## config.mk

```make
export PLATFORM = sky130hd
export DESIGN_NAME = ccp_div
export DESIGN_NICKNAME = d
export VERILOG_FILES = /design/src/hdl/ccp_div.sv
export SDC_FILE = /design/constraint.sdc
export NUM_CORES = 2
export LEC_CHECK = 0
export BUFFER_PORTS_ARGS = -buffer_cell sky130_fd_sc_hd__buf_2
export CAP_MARGIN = 20
export CORE_ASPECT_RATIO = 1.4
export CORE_MARGIN = 1
export CORE_UTILIZATION = 61
export DETAILED_ROUTE_END_ITERATION = 16
export PLACE_DENSITY = 0.77
export SKIP_CTS_REPAIR_TIMING = 1
export SYNTH_ARGS = -nofsm -noshare
export SYNTH_HDL_FRONTEND = slang
export SYNTH_SLANG_ARGS = --single-unit
```

## constraint.sdc

```tcl
create_clock -name clk_i -period 3.5 [get_ports clk_i]
set_clock_uncertainty 0.05 [all_clocks]
set_input_delay 0.35 -clock clk_i [delete_from_list [all_inputs] [get_ports clk_i]]
set_output_delay 0.35 -clock clk_i [all_outputs]
set_load 0.01 [all_outputs]
```

## src/hdl/ccp_div.sv

```systemverilog
// Pipelined restoring divider, one quotient bit per stage.
module ccp_div #(
  parameter int DW = 22,
  parameter int QW = 18,
  parameter int SW = 1
) (
  input  logic          clk_i,
  input  logic          rst_ni,
  input  logic          en_i,
  input  logic          valid_i,
  input  logic [DW-1:0] num_hi_i,
  input  logic [QW-1:0] num_lo_i,
  input  logic [DW-1:0] den_i,
  input  logic [SW-1:0] side_i,
  output logic          valid_o,
  output logic [QW-1:0] quo_o,
  output logic [SW-1:0] side_o
);

  logic [QW-1:0] v_q;
  logic [DW-1:0] rem_q  [QW];
  logic [QW-1:0] lo_q   [QW];
  logic [QW-1:0] quo_q  [QW];
  logic [DW-1:0] den_q  [QW];
  logic [SW-1:0] side_q [QW];

  logic [DW-1:0] rem_c  [QW];
  logic [QW-1:0] lo_c   [QW];
  logic [QW-1:0] quo_c  [QW];
  logic [DW-1:0] den_c  [QW];
  logic [SW-1:0] side_c [QW];
  logic [QW-1:0] v_c;

  logic [DW-1:0] rem_d  [QW];
  logic [QW-1:0] lo_d   [QW];
  logic [QW-1:0] quo_d  [QW];
  logic [DW:0]   trial  [QW];

  always_comb begin
    rem_c[0]  = num_hi_i;
    lo_c[0]   = num_lo_i;
    quo_c[0]  = '0;
    den_c[0]  = den_i;
    side_c[0] = side_i;
    v_c[0]    = valid_i;
    for (int k = 1; k < QW; k++) begin
      rem_c[k]  = rem_q[k-1];
      lo_c[k]   = lo_q[k-1];
      quo_c[k]  = quo_q[k-1];
      den_c[k]  = den_q[k-1];
      side_c[k] = side_q[k-1];
      v_c[k]    = v_q[k-1];
    end
    for (int k = 0; k < QW; k++) begin
      trial[k] = {rem_c[k], lo_c[k][QW-1]};
      lo_d[k]  = lo_c[k] << 1;
      if (trial[k] >= {1'b0, den_c[k]}) begin
        rem_d[k] = DW'(trial[k] - {1'b0, den_c[k]});
        quo_d[k] = {quo_c[k][QW-2:0], 1'b1};
      end else begin
        rem_d[k] = trial[k][DW-1:0];
        quo_d[k] = {quo_c[k][QW-2:0], 1'b0};
      end
    end
  end

  always_ff @(posedge clk_i or negedge rst_ni) begin
    if (!rst_ni) begin
      v_q <= '0;
    end else if (en_i) begin
      v_q <= v_c;
    end
  end

  always_ff @(posedge clk_i) begin
    if (en_i) begin
      for (int k = 0; k < QW; k++) begin
        rem_q[k]  <= rem_d[k];
        lo_q[k]   <= lo_d[k];
        quo_q[k]  <= quo_d[k];
        den_q[k]  <= den_c[k];
        side_q[k] <= side_c[k];
      end
    end
  end

  assign valid_o = v_q[QW-1];
  assign quo_o   = quo_q[QW-1];
  assign side_o  = side_q[QW-1];

endmodule

```

After elaboration in Yosys (flattened, before gate mapping)
Memory sizes are Yosys's and may differ from the RTL's. Cells that the tools add are included. W data, S select, Z words.

Register bits after elaboration: 18. Bits in writable memories: 1440. Bits of input ports: 67. Output and inout port bits: 20. Word-level logic and storage cells: 80. Memories kept: 5.

Memory list: den_q (depth 18, width 22, rd ports 17, clocked after memory_dff 0, wr ports 18, line 24) `logic [DW-1:0] den_q [QW];`; rem_q (depth 18, width 22, rd ports 17, clocked after memory_dff 0, wr ports 18, line 21) `logic [DW-1:0] rem_q [QW];`; quo_q (depth 18, width 18, rd ports 18, clocked after memory_dff 0, wr ports 18, line 23) `logic [QW-1:0] quo_q [QW];`; lo_q (depth 18, width 17, rd ports 17, clocked after memory_dff 0, wr ports 18, line 22) `logic [QW-1:0] lo_q [QW];`; side_q (depth 18, width 1, rd ports 18, clocked after memory_dff 0, wr ports 18, line 25) `logic [SW-1:0] side_q [QW];`.

Add/sub/neg operators: 18. $lt $le $gt $ge: 18. Mux-type cells: 38.

Operator list (number): $ge A23 B22 Y1 (18); $mux W22 (18); $sub A22 B22 Y22 (18); $mux W1 (20).

Depth between registers and ports, before layout
An unclocked memory read counts as a cell.

Depth after elaboration: 3. Mapped depth: 13. Depth with buffers taken out: 13.

Worst setup path before layout
OpenSTA, ideal clock, no wires.

Kind: register -> register. Start point: memory lo_q[10][16] in the netlist's numbering. End point: memory rem_q[11][20], data pin. Library setup time: 154 ps. Arrival: 3046 ps. Required time: 3296 ps. Setup slack: 249 ps. Cell stages (with the launch flop): 14. Buffers on the path: 0. Period minus slack after synthesis: 3251 ps. Path through: edfxtp_1 -> inv_1 -> ha_1 -> inv_1 -> fa_1 -> a21o_1 -> a221oi_2 -> o21ai_2 -> a31oi_4 -> o32ai_1 -> a221oi_2 -> o21ai_1 -> or4b_1 -> a41oi_2.

RTL lines (line): start: declaration (22); end: declaration (21).

==> results.sh <==
export IMPL_hold_viol=0
export IMPL_seq_area_frac_synth_pct=58.37
export IMPL_synth_seq_cells=1108
export IMPL_crit_start="rem_q[3][0]"
export IMPL_cp_buffers_inverters=2
export IMPL_path_class="reg -> reg"
export IMPL_synth_most_common_cell="edfxtp_1"
export IMPL_postRouteAntennaNets=0
export IMPL_muxShareOfSynthArea_pct=4.312
export IMPL_grt_total_usage_pct=25.46
export IMPL_dr_pass1_iters=7
export IMPL_grt_max_degree=120
export IMPL_place_congestion=0.9539
export IMPL_outcome="finished, final reports clean"
export IMPL_dpl_cell_area_um2=60490
export IMPL_initialDrtViolationCount=1936
export IMPL_synth_top_family_by_area="compound AO/OA/AOI/OAI gates"
export IMPL_cap_violations=0
export IMPL_clkSinkCount=1108
export IMPL_drive_gt1_share_pct=12.72
export IMPL_start_util_pct=61.46
export IMPL_overflow=0
export IMPL_holdWs_ps=23.81
export IMPL_ir_drop_v=0.0004772
export IMPL_synth_main_ff_cell="edfxtp_1"
export IMPL_crit_chain="ha_1, nor2b_1, o2111ai_2, a31oi_4, o41ai_4, o21ai_2, nor2_2, nand3_2, a311oi_4, buf_12, buf_6, mux2_1"
export IMPL_die_area_um2=94440
export IMPL_die_w_um=260.0
export IMPL_clkLatencyLatePin_ps=710
export IMPL_synth_simple_area_share_pct=6.942
export IMPL_grt_pass1_wl_mm=185.3
export IMPL_tightest_slew_ps=1083
export IMPL_synth_top_area_share_pct=57.58
export IMPL_synth_edf_count=1090
export IMPL_core_um2=92490
export IMPL_num_rows=132
export IMPL_yosys_warnings=0
export IMPL_cp_start_kind="flop"
export IMPL_worstPathMaxFanout=8
export IMPL_crit_required_ps=3890
export IMPL_drc=0
export IMPL_port_buffers=86
export IMPL_synth_compound_area_share_pct=12.31
export IMPL_synth_fa_ha_area_share_pct=9.315
export IMPL_io_pins=87
export IMPL_clockBufferDepth=3
export IMPL_ys_types=97
export IMPL_tns_ps=0
export IMPL_routed_wl_mm=122.0
export IMPL_timing_fmax_ghz=0.2891
export IMPL_synthToLayoutAreaGrowth_pct=14.45
export IMPL_endpoint_kind="flop"
export IMPL_insertedDiodeCount=0
export IMPL_synth_area_um2=56850
export IMPL_dp_hpwl_mm=89.76
export IMPL_hold_start="en_i"
export IMPL_slowest_delay_ps=500
export IMPL_first_global_vias=37750
export IMPL_async_flop_share_pct=1.625
export IMPL_viasPerCell=5.814
export IMPL_yosysTopAreaCell="edfxtp_1"
export IMPL_antenna_found_initial=1
export IMPL_fin_area_um2=65060
export IMPL_syn_num_nets=5035
export IMPL_r2r_start="rem_q[3][0]"
export IMPL_wire_per_inst_um=19.46
export IMPL_setup_viol=0
export IMPL_vias=36450
export IMPL_cts_root_buf="clkbuf_16"
export IMPL_nets=5457
export IMPL_dieHeight_um=363.2
export IMPL_ys_top_cells_by_count="1090 x edfxtp_1, 501 x inv_1, 396 x ha_1"
export IMPL_min_path_type="in -> reg"
export IMPL_path_delay_family="compound AO/OA/AOI/OAI gates"
export IMPL_cts_buffers=105
export IMPL_ys_top_cells_by_area="edfxtp_1 58%, ha_1 8.7%, inv_1 3.3%"
export IMPL_report_final_slew_viol_count=0
export IMPL_slew_headroom_pct=27.34
export IMPL_leakagePower_nw=26.63
export IMPL_critPathSlowestCell="o41ai_4"
export IMPL_path_clk_slew_ps=60
export IMPL_cp_data_arrival_time_ps=3850
export IMPL_period_needed_ps=3458
export IMPL_syn_inst=4555
export IMPL_power_density_nw_per_um2=883.9
export IMPL_synth_xor_area_share_pct=4.745
export IMPL_cts_tree="done"
export IMPL_avgSynthCellArea_um2=12.48
export IMPL_htree_levels=3
export IMPL_fin_crit_sh_pct=98.81
-- path summary, 6_finish.rpt --
path,end,slack [ps],depth (start not counted)
max,rem_q[4][20],40,12
min,lo_q[0][9],20,1
max reg2reg,rem_q[4][20],40,12
min reg2reg,lo_q[7][12],360,0
max in group asynchronous,v_q[10],3090,2
min in group asynchronous,v_q[17],40,2
-- power breakdown --
part           internal [mW]  switching [mW]
clock                   6.41            5.05
sequential              19.0            1.61
combinational           11.8            13.6
total                   37.2            20.3
-- cells in the final DEF (no fill, tap or decap), drive strengths merged, types with 47 or more instances in the layout --
cell type	instances
xnor2	191
nand2	260
buf	328
a21oi	342
nand4	53
dlygate4sd3	64
ha	396
o21a	48
clkbuf	131
a21o	169
mux2	196
nor3	48
nand3	60
nor2b	47
o21bai	47
o21ai	269
edfxtp	1090
nor2	213
xor2	117
inv	509
-- flip-flops by register name, summed over array words and instances, names as in the netlist --
register  flops
den_q       374
lo_q        153
quo_q       171
rem_q       374
side_q       18
v_q          18
-- cells by family after synthesis --
logic type                 Yosys count
AOI/OAI and AO/OA                 1102
DFF                               1108
adders and majority gates          413
muxes                              214
buffers and inverters              586
xor gates and xnor gates           308
and+or+nand+nor                    824
-- layer usage --
layer / track usage, % / vias to the layer above / share of wire (%)
li1: - / 17600 / -
met1: 19.71 / 17610 / 30
met2: 52.30 / 821 / 58
met3: 2.969 / 429 / 2.6
met4: 22.96 / 0 / 9.7
met5: 0 / - / 0
-- worst reg2reg max path: cells and delay by family (launching register included) --
family,cells,cell delay [ps]
and+or+nand+nor,3,390
AOI/OAI and AO/OA,5,1370
adders and majority gates,1,320
buffers and inverters,2,310
muxes,1,330
DFF,1,410
-- layout make-up --
class	instances	area [um2]
Clock buffer	129	2801
Multi-Input combinational cell	2863	21670
Tap cell	1206	1509
Sequential cell	1108	33180
Inverter	505	1896
Timing Repair Buffer	394	3309
Fill cell	6305	27430
Clock inverter	65	693.2
-- stage by stage --
step                      utilization, %  power (mW)  instances  setup WS [ps]
after floorplan                        -       37.80       4555          249.1
after global placement             65.40       44.35       5990         -64.08
after detailed placement           65.40       45.19       5990         -77.75
after CTS                          69.18       56.81       6184         -130.8
after global routing               70.35       60.84       6270         -71.38
final                              70.35       57.50       6270          41.54
Note: power is estimated with default switching activity, not from simulation.
