`src/hdl/ccp_sqrt.sv`:
```
// Pipelined integer square root, one result bit per stage.
module ccp_sqrt #(
  parameter int VW = 44,
  parameter int SW = 1
) (
  input  logic              clk_i,
  input  logic              rst_ni,
  input  logic              en_i,
  input  logic              valid_i,
  input  logic [VW-1:0]     val_i,
  input  logic [SW-1:0]     side_i,
  output logic              valid_o,
  output logic [VW/2-1:0]   root_o,
  output logic [SW-1:0]     side_o
);

  localparam int N = VW / 2;

  logic [N-1:0]  v_q;
  logic [VW-1:0] val_q  [N];
  logic [VW-1:0] res_q  [N];
  logic [SW-1:0] side_q [N];

  logic [VW-1:0] val_c  [N];
  logic [VW-1:0] res_c  [N];
  logic [SW-1:0] side_c [N];
  logic [N-1:0]  v_c;
  logic [VW-1:0] val_d  [N];
  logic [VW-1:0] res_d  [N];
  logic [VW-1:0] bitv   [N];
  logic [VW-1:0] tsum   [N];

  always_comb begin
    val_c[0]  = val_i;
    res_c[0]  = '0;
    side_c[0] = side_i;
    v_c[0]    = valid_i;
    for (int k = 1; k < N; k++) begin
      val_c[k]  = val_q[k-1];
      res_c[k]  = res_q[k-1];
      side_c[k] = side_q[k-1];
      v_c[k]    = v_q[k-1];
    end
    for (int k = 0; k < N; k++) begin
      bitv[k] = VW'(1) << (VW - 2 - 2 * k);
      tsum[k] = res_c[k] + bitv[k];
      if (val_c[k] >= tsum[k]) begin
        val_d[k] = val_c[k] - tsum[k];
        res_d[k] = (res_c[k] >> 1) + bitv[k];
      end else begin
        val_d[k] = val_c[k];
        res_d[k] = res_c[k] >> 1;
      end
    end
  end

  always_ff @(posedge clk_i or negedge rst_ni) begin
    if (!rst_ni) begin
      v_q <= '0;
    end else if (en_i) begin
      v_q <= v_c;
    end
  end

  always_ff @(posedge clk_i) begin
    if (en_i) begin
      for (int k = 0; k < N; k++) begin
        val_q[k]  <= val_d[k];
        res_q[k]  <= res_d[k];
        side_q[k] <= side_c[k];
      end
    end
  end

  assign valid_o = v_q[N-1];
  assign root_o  = res_q[N-1][N-1:0];
  assign side_o  = side_q[N-1];

endmodule

```
`config.mk`:
```
export PLATFORM = sky130hd
export DESIGN_NAME = ccp_sqrt
export DESIGN_NICKNAME = d
export VERILOG_FILES = /design/src/hdl/ccp_sqrt.sv
export SDC_FILE = /design/constraint.sdc
export NUM_CORES = 2
export LEC_CHECK = 0
export BUFFER_PORTS_ARGS = -buffer_cell sky130_fd_sc_hd__buf_4
export CAP_MARGIN = 20
export CORE_AREA = 3 3 440 333
export CTS_BUF_LIST = sky130_fd_sc_hd__clkbuf_4 sky130_fd_sc_hd__clkbuf_8 sky130_fd_sc_hd__clkbuf_16
export CTS_CLUSTER_SIZE = 25
export DETAILED_ROUTE_END_ITERATION = 10
export DIE_AREA = 0 0 443 336
export HOLD_SLACK_MARGIN = 0.1
export PLACE_DENSITY = 0.53
export SLEW_MARGIN = 20
export SYNTH_ARGS = -nofsm -noshare
export SYNTH_HDL_FRONTEND = slang
export SYNTH_SLANG_ARGS = --single-unit
```
`constraint.sdc`:
```
create_clock -name clk_i -period 4 [get_ports clk_i]
set_input_delay 0.2 -clock clk_i [delete_from_list [all_inputs] [get_ports clk_i]]
set_output_delay 0.2 -clock clk_i [all_outputs]
set_load 0.005 [all_outputs]
```
Word-level counts from Yosys, hierarchy flattened

Memory sizes are Yosys's and may differ from the RTL's.
Cells that the tools add are included.

$add $sub $neg: 64
$mul: 0
Div/mod/pow operators: 0
Magnitude comparators: 22
Equal/unequal tests: 0
Shift operators: 0
Muxes and demuxes: 46
Bitwise operators: 0
Reduce and logical (&&, ||, !) cells: 0

Operators by type and width:

| cell                   | number |
|---|---|
| $mux 44                | 43 |
| $ge 44x44->1           | 21 |
| $sub 44x44->44         | 21 |
| $add 43x1->44 const B  | 1 |
| $add 43x11->44 const B | 1 |
| $add 43x13->44 const B | 1 |
| $add 43x15->44 const B | 1 |
| $add 43x17->44 const B | 1 |
| $add 43x19->44 const B | 1 |
| $add 43x21->44 const B | 1 |
| $add 43x23->44 const B | 1 |
| $add 43x25->44 const B | 1 |
| $add 43x27->44 const B | 1 |
| $add 43x29->44 const B | 1 |
| $add 43x3->44 const B  | 1 |
| $add 43x31->44 const B | 1 |
| $add 43x33->44 const B | 1 |
| $add 43x35->44 const B | 1 |
| $add 43x37->44 const B | 1 |
| $add 43x39->44 const B | 1 |
| $add 43x41->44 const B | 1 |
| $add 43x5->44 const B  | 1 |
| $add 43x7->44 const B  | 1 |
| $add 43x9->44 const B  | 1 |
| other kinds (25)       | 26 |

Register bits: 22
Latch bits: 0
Memory bits (writable): 1,958
ROM bits: 0
Logic and storage cells: 136
Memories kept: 3

Memory list:

| memory | depth | width | read ports | clocked after Yosys merged registers in | wr ports | RTL line | text |
|---|---|---|---|---|---|---|---|
| res_q  | 22    | 44    | 22         | 0                                       | 22       | 21       | `logic [VW-1:0] res_q [N];` |
| val_q  | 22    | 44    | 21         | 0                                       | 22       | 20       | `logic [VW-1:0] val_q [N];` |
| side_q | 22    | 1     | 22         | 0                                       | 22       | 22       | `logic [SW-1:0] side_q [N];` |

Longest topological paths before layout

An unclocked memory read counts as a cell.

Word-level depth: 4
Gate-level depth with buffers: 13

Worst setup path after synthesis

No wires, ideal clock.

Path kind: flip-flop to flip-flop
From: memory val_q[14][17] (netlist: val_q[1][281])
To: memory val_q[15][42] (netlist: val_q[1][350]) (data pin)
Arrival: 2,943 ps
Required time: 3,742 ps
Slack: 800 ps
Stages on the path, launching flop included: 12
Buffers on the path: 1
Clock period less this slack: 3,200 ps
Path through: edfxtp_1 -> ha_1 -> a21o_1 -> a21oi_1 -> o21bai_1 -> nor2_1 -> o31ai_1 -> a221o_1 -> or4_1 -> clkbuf_1 -> or4_1 -> xnor2_1

RTL lines:

| what        | RTL line |
|---|---|
| from (decl) | 20 |

==> flow_summary_export.csv <==
group,metric,value,unit
run_status,run_status,"complete, no violations",
worst_setup_path,cp_slowest_stage_delay,720,ps
global_routing,groute.layer.met1.usage,0.291,
synthesis,synth.top_cells.by_area,"sky130_fd_sc_hd__edfxtp_1 (63%), sky130_fd_sc_hd__ha_1 (6.0%), sky130_fd_sc_hd__xnor2_1 (3.1%), sky130_fd_sc_hd__xor2_1 (2.8%), sky130_fd_sc_hd__inv_1 (2.2%)",
routing,wl_per_cell,19.8,µm
synthesis,synth_enable_flop_cells,1199,
synthesis,mappedNetlistArea,56800,µm²
layout,share_of_post_route_cells_with_drive_strength_above_1,0.103,
layout,layout_commonest_cell,"sky130_fd_sc_hd__edfxtp_1",
global_routing,gr-max-usage-layer,"met1",
clock_network,post-cts-setup-buffer-count,0,
routing,drc_errors,0,
global_routing,grt.met3_usage,0.0446,
hold_path,hold_path_end,"val_q[0][37]",
power,static-leakage-power,0.0248,µW
clock_network,clk_pin_slew_worst_paths,60,ps
global_routing,grt_pass1_vias,33400,
sta,setup-tns-final,0,ps
synthesis,synth_top_area_cell,"sky130_fd_sc_hd__edfxtp_1",
synthesis,synth_cell_type_count,80,
synthesis,synthArstFlopShare,0.0180,
worst_setup_path,timing.reg2reg.worst_path_depth,14,
routing,final_antenna_net_count,0,
worst_setup_path,setup.reg_to_reg.worst_slack,180,ps
floorplan,die_w,443,µm
hold_path,whs_path_depth,2,
global_routing,grt_remaining_overflow,0,
synthesis,yosys_register_bits,1221,
power,netSwitchingPower,9960,µW
power,switching_share,0.278,
synthesis,synth-warning-count,0,
global_routing,grt_pass1_wl,203000,µm
sta,slew_headroom,0.256,
hold_path,worst_hold_path_type,"in2reg",
clock_network,numCtsBuffers,132,
sta,layout_min_cycle_time,3820,ps
layout,num-nets-final,4950,
power,powerDensity,547,nW/µm²
power,pwr-share-clk,0.345,
synthesis,ys_dominant_reg_cell,"sky130_fd_sc_hd__edfxtp_1",
routing,drt-vias-per-instance,5.24,
hold_path,min-delay-start,"val_i[37]",
worst_setup_path,critPathArrivalTime,4390,ps
sta,rsz0062_at_grt,"no",
synthesis,ys_seq_area_frac,0.644,
synthesis,netlist_instances,4329,
placement,place.detailed.hpwl,97000,µm
synthesis,synth_top_area_share,0.634,
clock_network,clk_latency,780,ps
power,power.sequential.fraction,0.483,
worst_setup_path,highest_delay_cell_along_the_critical_path,"sky130_fd_sc_hd__nor4_1",
worst_setup_path,timing.critical_path.cells,"inv_1 > ha_1 > nand4_1 > nor4_1 > buf_4 > nand3_1 > nor4_2 > buf_4 > nor3_1 > nand3_1 > buf_12 > buf_4 > nor2_1 > a21oi_1",
clock_network,cts-htree-levels,4,
sta,tightest_slew,1110,ps
worst_setup_path,worst_r2r_startpoint,"res_q[1][29]",
routing,post_detailed_routing_wire_length,131000,µm
layout,diode_count,0,
layout,fill_cell_instance_count_of_the_final_layout,12700,
placement,dpl_cell_area,60400,µm²
worst_setup_path,cp.required,4570,ps
power,max-vdd-ir-drop,0.439,mV
global_routing,groute.usage.overall,0.177,
floorplan,top_level_ports,73,
placement,finalWeightedCongestion,0.854,
floorplan,coreArea,142000,µm²
routing,dr_total_vias,34800,
placement,detailedPlace.worstSlack,-80.2,ps
clock_network,tritoncts_clock_tree,"built",
sta,final_setup_violating_endpoints,0,
worst_setup_path,critPathBufInv,5,
sta,timing.clock.skew,27.4,ps
synthesis,post_synth.cell_area_avg,13.1,µm²
placement,port_buffers,72,
worst_setup_path,worstPathMaxFanout,15,
layout,stdcell_area,65500,µm²
floorplan,start_util,0.398,
worst_setup_path,timing.setup.critical_path_class,"reg2reg",
floorplan,core.rowCount,120,
worst_setup_path,worst_setup_path_start_kind,"flip-flop",
job,max_cap_viol_count,0,
clock_network,cts.path.max_buffers,3,
power,power_frac_comb,0.172,
floorplan,die_area,149000,µm²
worst_setup_path,critical_path.most_common_cell,"sky130_fd_sc_hd__buf_4",
global_routing,number_of_antenna_violations_at_the_first_check_in_global_routing,6,
sta,maxClockFrequency,0.262,GHz
worst_setup_path,kind_of_cell_adding_the_most_delay_to_the_critical_path,"simple AND/OR/NAND/NOR gates",
routing,drtIter0Drc,2918,
synthesis,synthesis.nets,4649,
clock_network,ctsRootBufferMaster,"sky130_fd_sc_hd__clkbuf_16",
floorplan,die_y,336,µm
sta,final_critical_path_setup_slack,180,ps
clock_network,cts_sinks,1221,
layout,area_delta_synth_final,15.4,%
global_routing,grt_max_degree,133,
sta,final-max-slew-violation-count,0,
power,internal_power,25900,µW
sta,final_min_period_over_clock_period,0.955,
worst_setup_path,cp-end-kind,"flip-flop",
sta,hold_violations,0,
routing,drt_pass1_iterations,5,
global_routing,grt_use_met2,0.226,
worst_setup_path,rr_endpoint,"val_q[1][71]",
layout,layout.cells.most_common_list,"sky130_fd_sc_hd__edfxtp_1 (1199), sky130_fd_sc_hd__inv_1 (334), sky130_fd_sc_hd__ha_1 (271)",
-- repair_timing --
action / CTS / global route
hold buffers: 70 / 0
setup endpoints to repair: 1 / 0
hold endpoints to repair: 112 / 0
gates resized for setup: 1 / 0
-- power groups by stage --
stage	combinational (µW)	clock (µW)	sequential, µW
floorplan	4370	0	17000
global placement	6020	0	17500
detailed placement	6020	0	17500
CTS	6140	12800	17300
global route	6890	13300	17500
finish	6150	12400	17300
-- cells in the mapped netlist, types with 6 or more instances --
| master | count |
|---|---|
| sky130_fd_sc_hd__a21oi_1 | 250 |
| sky130_fd_sc_hd__nand2b_1 | 59 |
| sky130_fd_sc_hd__a21o_1 | 98 |
| sky130_fd_sc_hd__nand3b_1 | 9 |
| sky130_fd_sc_hd__or2_2 | 16 |
| sky130_fd_sc_hd__a211oi_1 | 18 |
| sky130_fd_sc_hd__o21bai_1 | 14 |
| sky130_fd_sc_hd__nor2_1 | 269 |
| sky130_fd_sc_hd__nor3b_1 | 13 |
| sky130_fd_sc_hd__or3_1 | 37 |
| sky130_fd_sc_hd__buf_2 | 6 |
| sky130_fd_sc_hd__or4_1 | 27 |
| sky130_fd_sc_hd__mux2_2 | 69 |
| sky130_fd_sc_hd__dfrtp_1 | 22 |
| sky130_fd_sc_hd__nand4b_1 | 13 |
| sky130_fd_sc_hd__xnor2_1 | 204 |
| sky130_fd_sc_hd__clkbuf_1 | 49 |
| sky130_fd_sc_hd__nand4_1 | 57 |
| sky130_fd_sc_hd__inv_1 | 334 |
| sky130_fd_sc_hd__o211ai_1 | 19 |
| sky130_fd_sc_hd__nor4_1 | 137 |
| sky130_fd_sc_hd__o31ai_1 | 35 |
| sky130_fd_sc_hd__a21boi_0 | 9 |
| sky130_fd_sc_hd__nor2b_1 | 46 |
| sky130_fd_sc_hd__o21a_1 | 58 |
| sky130_fd_sc_hd__and4b_1 | 7 |
| sky130_fd_sc_hd__and2_1 | 14 |
| sky130_fd_sc_hd__and3_1 | 18 |
| sky130_fd_sc_hd__nand3_1 | 66 |
| sky130_fd_sc_hd__ha_1 | 271 |
| sky130_fd_sc_hd__o21ai_0 | 174 |
| sky130_fd_sc_hd__nor3_1 | 118 |
| sky130_fd_sc_hd__xor2_1 | 182 |
| sky130_fd_sc_hd__edfxtp_1 | 1199 |
| sky130_fd_sc_hd__a31oi_1 | 25 |
| sky130_fd_sc_hd__o41ai_1 | 7 |
| sky130_fd_sc_hd__nor4b_1 | 24 |
| sky130_fd_sc_hd__nand2_1 | 249 |
| sky130_fd_sc_hd__mux2i_1 | 8 |
| sky130_fd_sc_hd__and4_1 | 6 |
| sky130_fd_sc_hd__buf_1 | 12 |
-- worst max-delay path by stage --
stage | slack (ps) | to | from | cells past startpoint
finish | 180 | val_q[1][71] | res_q[1][29] | 14
global route | 90 | val_q[1][72] | res_q[1][29] | 12
CTS | 160 | val_q[1][350] | val_q[1][292] | 10
detailed placement | -80 | val_q[1][350] | val_q[1][292] | 10
global placement | -40 | val_q[1][350] | val_q[1][292] | 10
floorplan | 800 | val_q[1][350] | val_q[1][281] | 11
-- cells by family after synthesis --
logic type | after synthesis | share of synthesized area
mux | 77 | 0.0151
xor+xnor | 386 | 0.0595
compound gates | 770 | 0.0848
flops | 1221 | 0.644
buf+inv | 404 | 0.0271
simple gates | 1200 | 0.110
fa+ha+maj | 271 | 0.0597
-- registers in the layout, indices dropped and copies added (netlist names) --
signal  flops
res_q     253
side_q     22
v_q        22
val_q     924
-- area by class of cell --
| class | instances | area (µm²) | area share |
|---|---|---|---|
| Sequential cell | 1221 | 36600 | 0.558 |
| Multi-Input combinational cell | 2704 | 18800 | 0.286 |
| Clock buffer | 155 | 3490 | 0.0533 |
| Tap cell | 1891 | 2370 | 0.0361 |
| Timing Repair Buffer | 236 | 2130 | 0.0325 |
| Inverter | 335 | 1260 | 0.0192 |
| Clock inverter | 86 | 977 | 0.0149 |
-- through the flow --
| stage | utilization | instances | power (µW) | hold WS [ps] |
|---|---|---|---|---|
| 2_1_floorplan | - | 4329 | 21400 | -95.6 |
| 3_3_place_gp | 0.424 | 6317 | 23600 | 100 |
| 3_5_place_dp | 0.424 | 6317 | 23600 | 104 |
| 4_1_cts | 0.460 | 6628 | 36200 | 100 |
| 5_1_grt | 0.460 | 6628 | 37700 | 126 |
| 6_report | 0.460 | 6628 | 35800 | 164 |
-- layer usage --
metal / wire (µm) / up-vias / part of all wire
met2: 48900 / 885 / 0.37
li1: - / 16800 / -
met1: 70500 / 16900 / 0.54
met4: 2190 / 0 / 0.017
met3: 9890 / 154 / 0.075
met5: 0 / - / 0
No activity file was read; power rests on OpenSTA's default activity.
