### src/hdl/ccp_pkg.sv
// Shared constants and widths for the capsule push-out datapath.
package ccp_pkg;

  localparam int CoordBits = 16;
  localparam int FracBits  = 8;
  localparam int AxisFrac  = 14;
  localparam int PackW     = 3 * CoordBits;
  localparam int ScalW     = 16;

  localparam int RatioBits = 16;
  localparam int ParW      = RatioBits + 1;
  localparam logic [ParW-1:0] Pone = ParW'(1) << RatioBits;

  localparam int HprodW = 33;
  localparam int HalfW  = 18;
  localparam int PtW    = 19;
  localparam int RelW   = 20;
  localparam int MulW   = 40;
  localparam int SumW   = 42;
  localparam int DotW   = 32;
  localparam int WideW  = 64;
  localparam int MsW    = 37;
  localparam int CloseW = 21;
  localparam int DiffW  = 22;
  localparam int SqW    = 44;
  localparam int DistW  = SqW / 2;
  localparam int RsumW  = 17;
  localparam int NumW   = 40;
  localparam int MagW   = 41;
  localparam int PushQW = 18;
  localparam int OutSumW = 20;

endpackage

### src/hdl/ccp_div.sv
// Pipelined restoring divider, one quotient bit per stage.
module ccp_div #(
  parameter int DW = 22,
  parameter int QW = 18,
  parameter int SW = 1
) (
  input  logic          clk_i,
  input  logic          rst_ni,
  input  logic          en_i,
  input  logic          valid_i,
  input  logic [DW-1:0] num_hi_i,
  input  logic [QW-1:0] num_lo_i,
  input  logic [DW-1:0] den_i,
  input  logic [SW-1:0] side_i,
  output logic          valid_o,
  output logic [QW-1:0] quo_o,
  output logic [SW-1:0] side_o
);

  logic [QW-1:0] v_q;
  logic [DW-1:0] rem_q  [QW];
  logic [QW-1:0] lo_q   [QW];
  logic [QW-1:0] quo_q  [QW];
  logic [DW-1:0] den_q  [QW];
  logic [SW-1:0] side_q [QW];

  logic [DW-1:0] rem_c  [QW];
  logic [QW-1:0] lo_c   [QW];
  logic [QW-1:0] quo_c  [QW];
  logic [DW-1:0] den_c  [QW];
  logic [SW-1:0] side_c [QW];
  logic [QW-1:0] v_c;

  logic [DW-1:0] rem_d  [QW];
  logic [QW-1:0] lo_d   [QW];
  logic [QW-1:0] quo_d  [QW];
  logic [DW:0]   trial  [QW];

  always_comb begin
    rem_c[0]  = num_hi_i;
    lo_c[0]   = num_lo_i;
    quo_c[0]  = '0;
    den_c[0]  = den_i;
    side_c[0] = side_i;
    v_c[0]    = valid_i;
    for (int k = 1; k < QW; k++) begin
      rem_c[k]  = rem_q[k-1];
      lo_c[k]   = lo_q[k-1];
      quo_c[k]  = quo_q[k-1];
      den_c[k]  = den_q[k-1];
      side_c[k] = side_q[k-1];
      v_c[k]    = v_q[k-1];
    end
    for (int k = 0; k < QW; k++) begin
      trial[k] = {rem_c[k], lo_c[k][QW-1]};
      lo_d[k]  = lo_c[k] << 1;
      if (trial[k] >= {1'b0, den_c[k]}) begin
        rem_d[k] = DW'(trial[k] - {1'b0, den_c[k]});
        quo_d[k] = {quo_c[k][QW-2:0], 1'b1};
      end else begin
        rem_d[k] = trial[k][DW-1:0];
        quo_d[k] = {quo_c[k][QW-2:0], 1'b0};
      end
    end
  end

  always_ff @(posedge clk_i or negedge rst_ni) begin
    if (!rst_ni) begin
      v_q <= '0;
    end else if (en_i) begin
      v_q <= v_c;
    end
  end

  always_ff @(posedge clk_i) begin
    if (en_i) begin
      for (int k = 0; k < QW; k++) begin
        rem_q[k]  <= rem_d[k];
        lo_q[k]   <= lo_d[k];
        quo_q[k]  <= quo_d[k];
        den_q[k]  <= den_c[k];
        side_q[k] <= side_c[k];
      end
    end
  end

  assign valid_o = v_q[QW-1];
  assign quo_o   = quo_q[QW-1];
  assign side_o  = side_q[QW-1];

endmodule

### src/hdl/ccp_ratio.sv
// Clamped ratio num/den in [0,1] with 16 fraction bits, pipelined.
module ccp_ratio #(
  parameter int W  = 64,
  parameter int SW = 1
) (
  input  logic                      clk_i,
  input  logic                      rst_ni,
  input  logic                      en_i,
  input  logic                      valid_i,
  input  logic [W-1:0]              num_i,
  input  logic [W-1:0]              den_i,
  input  logic [SW-1:0]             side_i,
  output logic                      valid_o,
  output logic [ccp_pkg::ParW-1:0]  ratio_o,
  output logic [SW-1:0]             side_o
);

  localparam int QW = ccp_pkg::RatioBits;

  logic          v1_q, v2_q;
  logic [W-1:0]  n1_q, d1_q;
  logic [SW-1:0] s1_q, s2_q;
  logic [W-2:0]  hi_q, den_q;
  logic          zero_q, one_q;

  logic          zero_d, one_d;
  logic          dv;
  logic [QW-1:0] quo;
  logic [SW+1:0] dside;

  assign zero_d = n1_q[W-1] || (n1_q == '0);
  assign one_d  = !zero_d && ($signed(n1_q) >= $signed(d1_q));

  always_ff @(posedge clk_i or negedge rst_ni) begin
    if (!rst_ni) begin
      v1_q <= 1'b0;
      v2_q <= 1'b0;
    end else if (en_i) begin
      v1_q <= valid_i;
      v2_q <= v1_q;
    end
  end

  always_ff @(posedge clk_i) begin
    if (en_i) begin
      n1_q   <= den_i[W-1] ? W'(-num_i) : num_i;
      d1_q   <= den_i[W-1] ? W'(-den_i) : den_i;
      s1_q   <= side_i;
      zero_q <= zero_d;
      one_q  <= one_d;
      hi_q   <= (zero_d || one_d) ? '0 : n1_q[W-2:0];
      den_q  <= (zero_d || one_d) ? (W-1)'(1) : d1_q[W-2:0];
      s2_q   <= s1_q;
    end
  end

  ccp_div #(.DW(W - 1), .QW(QW), .SW(SW + 2)) u_div (
    .clk_i    (clk_i),
    .rst_ni   (rst_ni),
    .en_i     (en_i),
    .valid_i  (v2_q),
    .num_hi_i (hi_q),
    .num_lo_i ('0),
    .den_i    (den_q),
    .side_i   ({zero_q, one_q, s2_q}),
    .valid_o  (dv),
    .quo_o    (quo),
    .side_o   (dside)
  );

  assign valid_o = dv;
  assign side_o  = dside[SW-1:0];
  assign ratio_o = dside[SW+1] ? '0 :
                   dside[SW]   ? ccp_pkg::Pone : {1'b0, quo};

endmodule

### config.mk
export PLATFORM = sky130hd
export DESIGN_NAME = ccp_ratio
export DESIGN_NICKNAME = d
export VERILOG_FILES = /design/src/hdl/ccp_pkg.sv /design/src/hdl/ccp_div.sv /design/src/hdl/ccp_ratio.sv
export SDC_FILE = /design/constraint.sdc
export NUM_CORES = 2
export LEC_CHECK = 0
export BUFFER_PORTS_ARGS = -buffer_cell sky130_fd_sc_hd__buf_2
export CORE_MARGIN = 3
export CORE_UTILIZATION = 37
export DETAILED_ROUTE_END_ITERATION = 6
export GPL_ROUTABILITY_DRIVEN = 0
export GPL_TIMING_DRIVEN = 0
export SKIP_CTS_REPAIR_TIMING = 1
export SLEW_MARGIN = 20
export SYNTH_ARGS = -nofsm -noshare
export SYNTH_HDL_FRONTEND = slang
export SYNTH_SLANG_ARGS = --single-unit
### constraint.sdc
create_clock -name clk_i -period 4.6 [get_ports clk_i]
set_clock_uncertainty 0.15 [all_clocks]
set_input_delay 0.46 -clock clk_i [delete_from_list [all_inputs] [get_ports clk_i]]
set_output_delay 0.46 -clock clk_i [all_outputs]
set_load 0.005 [all_outputs]
# --- Word level (Yosys, flattened, before mapping) ---
# Memories as Yosys holds them, arrays and structs flattened.
# Index checks and enable logic that the tools add are counted.
op_classes:
  add_sub_neg: 18
  n_mux: 38
  magnitude_cmp: 17
  reduce_logical: 5
ops:
  columns: ["cell", "count"]
  rows:
  - ["$mux 63", 17]
  - ["$ge 64x63->1", 16]
  - ["$sub 63x63->63", 16]
  - ["$neg 64->64", 2]
  - ["$ge 64x64->1", 1]
  - ["$logic_not 64->1", 1]
  - ["$mux 64", 1]
  - ["$mux 17", 2]
  - ["$mux 1", 18]
  - ["$logic_or 1x1->1", 2]
  - ["$logic_and 1x1->1", 1]
  - ["$logic_not 1->1", 1]
word_totals:
  wordCells: 95
  out_inout_bits: 19
  ramBits: 2560
  inputBits: 133
  reg_bits: 276
  memories: 5
memory_table:
  columns: ["name", "depth", "width", "read_ports", "rd_ports_with_merged_regs", "write_ports", "line_no", "text"]
  rows:
  - ["u_div.den_q", 16, 63, 15, 0, 16, "ccp_div.sv:24", "logic [DW-1:0] den_q [QW];"]
  - ["u_div.rem_q", 16, 63, 15, 0, 16, "ccp_div.sv:21", "logic [DW-1:0] rem_q [QW];"]
  - ["u_div.quo_q", 16, 16, 16, 0, 16, "ccp_div.sv:23", "logic [QW-1:0] quo_q [QW];"]
  - ["u_div.lo_q", 16, 15, 15, 0, 16, "ccp_div.sv:22", "logic [QW-1:0] lo_q [QW];"]
  - ["u_div.side_q", 16, 3, 16, 0, 16, "ccp_div.sv:25", "logic [SW-1:0] side_q [QW];"]

# --- Longest topological paths before layout ---
depth:
  word_depth: 5
  mapped_depth: 18
  mapped_depth_nobuf: 14

# --- Modules after synthesis ---
# Synthesis repeated with hierarchy kept, for this count alone.
hier_totals:
  cells_unflattened: 14736
  area_unflattened_um2: 150309.2
by_module_without_submodules:
  columns: ["mod", "seq_area_each_um2", "cells_per_inst", "n_inst", "area_each_um2"]
  rows:
  - ["ccp_div", 66283.6, 13595, 1, 136729.9]
  - ["ccp_ratio", 7797.5, 1141, 1, 13579.3]

# --- Worst setup path after synthesis ---
# OpenSTA, ideal clock, no wires.
synth_path:
  path_type: "reg-to-reg"
  start: "mem u_div.den_q[0][0] (netlist bit)"
  end: "mem u_div.rem_q[0][104] (netlist bit) (data pin)"
  stages_incl_launch_ff: 14
  period_less_slack_ns: 4.398
  required_ns: 4.190
  setup_time_ns: 0.260
  arrival_time_ns: 3.988
  slack_ns: 0.202
  path_cell_list: "edfxtp_1 -> inv_1 -> fa_1 -> a211oi_1 -> o211ai_1 -> a311o_1 -> o211ai_1 -> and4_1 -> o21ai_1 -> a31oi_1 -> nor4_1 -> nor4_1 -> clkbuf_1 -> mux2_2"
synth_rtl:
  columns: ["element", "line_no"]
  rows:
  - ["from (decl)", "ccp_div.sv:24"]
  - ["to (decl)", "ccp_div.sv:21"]

# --- Final worst setup path ---
layout_path:
  start: "in num_i[0]"
  end: "reg n1_q[61] (data pin)"
layout_between:
  elab_chain_cells: 2
layout_rtl:
  columns: ["element", "line_no", "text"]
  rows:
  - ["from (decl)", "ccp_ratio.sv:10", "input logic [W-1:0] num_i,"]
  - ["$neg 64->64", "ccp_ratio.sv:46", "n1_q <= den_i[W-1] ? W'(-num_i) : num_i;"]
  - ["$mux 64", "ccp_ratio.sv:46", null]
  - ["to (signal assigned)", "ccp_ratio.sv:46", null]
  - ["to (decl)", "ccp_ratio.sv:21", "logic [W-1:0] n1_q, d1_q;"]
# No other way between the ends.
# A chain may end at the register's enable or synchronous reset.

==> results.cfg <==
[power]
p_total_w = 0.114
powerDensity_nw_per_um2 = 692
worst_ir_drop_vdd_mv = 0.359
p_leak_nw = 67.0

[global_routing]
track_usage_pct = 16.8
grt_pass1_wl_um = 539000
grt.overflow.total = 0
grt_max_degree = 154
antenna_found_initial = 1
grt_pass1_vias = 102000

[timing]
slew_violations = 0
worstMarginPinSlew_ns = 1.09
layout_setup_ws_ns = 0.0287
relSlewSlack_pct = 25.5
setup_viol = 0
fmax_mhz = 219
min_period_ns = 4.57
hold_violations = 0
min_period_over_period_pct = 99.4
hold_slack_ns = 0.00383

[synth]
async_reset_ff_share_pct = 0.766
ys_top_cells_by_area = edfxtp_1 49%, ha_1 9.3%, a21oi_1 4.5%
synth_top_area_cell = edfxtp_1
synth-main-ff-cell = edfxtp_1
synth_top_area_share_pct = 48.7
synth_edf_count = 2332
synth_area_um2 = 144000
synth_cell_types = 94
yosys_warnings = 0
syn_area_per_cell_um2 = 10.3
syn_nets = 15200
yosysMostFrequentCell = edfxtp_1
seq_area_frac_synth_pct = 49.0
ys_ff_latch = 2350
synth_common_cells = 2332 x edfxtp_1, 1318 x inv_1, 1300 x a21oi_1
syn_inst = 14000

[critical_path]
critPathLaunchType = input port
crit_buf_inv = 4
crit_required_ns = 5.08
worst_setup_path_end_kind = flip-flop
r2r_end = u_div.rem_q[1][307]$_DFFE_PP_
ff2ff_setup_slack_ns = 0.06
slowest_stage = dlygate4sd3_1
critPathMaxStageDelay_ns = 0.54
cp_top_family = simple AND/OR/NAND/NOR gates
crit_fanout = 6
r2r_cells = 14
r2r-start = u_div.rem_q[1][223]$_DFFE_PP_
worstPathCellList = dlygate4sd3_1 -> buf_2 -> nor3_1 -> nand2_1 -> or4_4 -> nor2_2 -> nand2_1 -> or3_4 -> or3_4 -> or2_4 -> or3_4 -> or4_1 -> buf_2 -> o31ai_2 -> xnor2_1 -> dlygate4sd3_1
worst-setup-path-type = input port to flip-flop
worst_ep_arrival_time_ns = 5.05
path_common_cell = or3_4

[clock_tree]
cts_htree_levels = 5
cts_tree = built
clk_pin_slew_ns = 0.05
cts_sinks = 2350
cts_made_buffers = 276
clockRootBuffer = clkbuf_16
clkLatencyLatePin_ns = 0.88
clock_tree.buffer_depth = 4

[die]
die_w_um = 630
design.die.area_um2 = 397000
rows = 228
start_util_pct = 37.2
pin_count = 152
die_h_um = 630
coreArea_um2 = 387000

[placement]
place_ws_ns = -2.09
place_area_um2 = 152000
dp.cells = 19400
hpwl_um = 271000
port-buffer-count = 150

[drt]
route.detailed.drc = 0
drtIter0Drc = 6235
vias = 103000
wl_per_cell_um = 17.3
drt-vias-per-instance = 5.15
final_antenna_net_count = 0
wirelength_um = 347000
drt_pass1_iterations = 7

[worst_hold_path]
hp-class = input port to flip-flop
hp-start = den_i[4]
min_path_cells = 4
min_to = d1_q[6]$_DFFE_PP_

[job]
drv_cap = 0

[cells_and_area]
nets = 15900
final_cells = 20100
drive_gt1_share_pct = 7.12
final_area_um2 = 165000
area_delta_synth_final_pct = 14.3

[status]
status = complete, no violations
power breakdown:
group	internal [W]	leakage [nW]	total, W	switching (W)
clock	0.0130	4.35	0.0216	0.00861
sequential	0.0322	23.2	0.0356	0.00338
combinational	0.0227	39.5	0.0566	0.0339
total	0.0679	67.0	0.114	0.0459
flip-flops by register name, summed over array words and instances, names as in the netlist:
signal and count:
d1_q 64, den_q 63, hi_q 63, n1_q 64, one_q 1, s1_q 1
s2_q 1, u_div.den_q 945, u_div.quo_q 136, u_div.rem_q 945, u_div.side_q 48, u_div.v_q 16
v1_q 1, v2_q 1, zero_q 1
tightest hold or removal path, stage by stage:
cell and delay [ns]:
buf_2 0.10, or3_1 0.11, o21ai_0 0.09, xnor2_1 0.14
per-stage QoR:
stage	util (%)	setup TNS, ns
6_report	42.6	0
5_1_grt	42.6	-0.456
4_1_cts	41.6	-1124.13
3_5_place_dp	39.3	-1210.06
3_3_place_gp	39.1	-
2_1_floorplan	-	0
placed cells by master (no fill, tap or decap), types with 205 or more instances in the layout:
| cell | Yosys | routed |
|---|---|---|
| o21ai_0 | 730 | 728 |
| nor2_1 | 721 | 716 |
| a21oi_1 | 1300 | 1285 |
| clkbuf_16 | 0 | 287 |
| nand4_1 | 265 | 265 |
| o21ai_1 | 368 | 366 |
| edfxtp_1 | 2332 | 2332 |
| inv_1 | 1318 | 1316 |
| a21o_1 | 700 | 700 |
| xnor2_1 | 636 | 636 |
| clkbuf_1 | 479 | 398 |
| nand2_1 | 1217 | 1217 |
| xor2_1 | 363 | 363 |
| o21bai_1 | 207 | 205 |
| ha_1 | 1073 | 1072 |
kinds of logic (layout without fill, tap and decap cells):
family / count (synthesis) / count (layout) / share of synthesized area [%]
DFF: 2350 / 2350 / 49.0
and+or+nand+nor: 3317 / 3317 / 11.0
other: 0 / 2 / 0
adders and majority gates: 1088 / 1088 / 9.54
xor gates and xnor gates: 999 / 999 / 6.08
muxes: 232 / 232 / 1.81
AOI/OAI and AO/OA: 4171 / 4171 / 17.8
buffers and inverters: 1842 / 2737 / 4.81
worst max path at each step:
stage / end / depth (start not counted) / from / slack (ns)
2_1_floorplan: u_div.rem_q[0][104]$_DFFE_PP_ / 13 / u_div.den_q[0][0]$_DFFE_PP_ / 0.20
3_3_place_gp: u_div.den_q[1][378]$_DFFE_PP_ / 1 / en_i / -33.77
3_5_place_dp: u_div.rem_q[0][496]$_DFFE_PP_ / 14 / u_div.rem_q[0][408]$_DFFE_PP_ / -2.09
4_1_cts: u_div.rem_q[0][496]$_DFFE_PP_ / 14 / u_div.rem_q[0][408]$_DFFE_PP_ / -2.12
5_1_grt: u_div.rem_q[1][314]$_DFFE_PP_ / 14 / u_div.den_q[1][189]$_DFFE_PP_ / -0.07
6_report: n1_q[61]$_DFFE_PP_ / 16 / num_i[0] / 0.03
final cells by class:
| class | instances | area (um2) |
|---|---|---|
| buffer | 493 | 2210 |
| timing repair buffer | 424 | 3810 |
| sequential | 2350 | 70500 |
| antenna | 2 | 5.00 |
| inverter | 1329 | 4990 |
| clock inverter | 157 | 1640 |
| multi-input combinational | 9807 | 67600 |
| fill | 36700 | 222000 |
| clock buffer | 334 | 7300 |
| tap | 5175 | 6470 |
per-layer routing:
layer	track usage, %	wire [um]	up-vias	part of all wire (%)
met5	0	303	-	0.087
met4	10.5	24100	2	6.9
met3	1.65	10900	1032	3.2
met2	30.6	173000	2494	50
met1	18.7	139000	47500	40
li1	-	-	52300	-
Power figures use the tool's default switching activity.
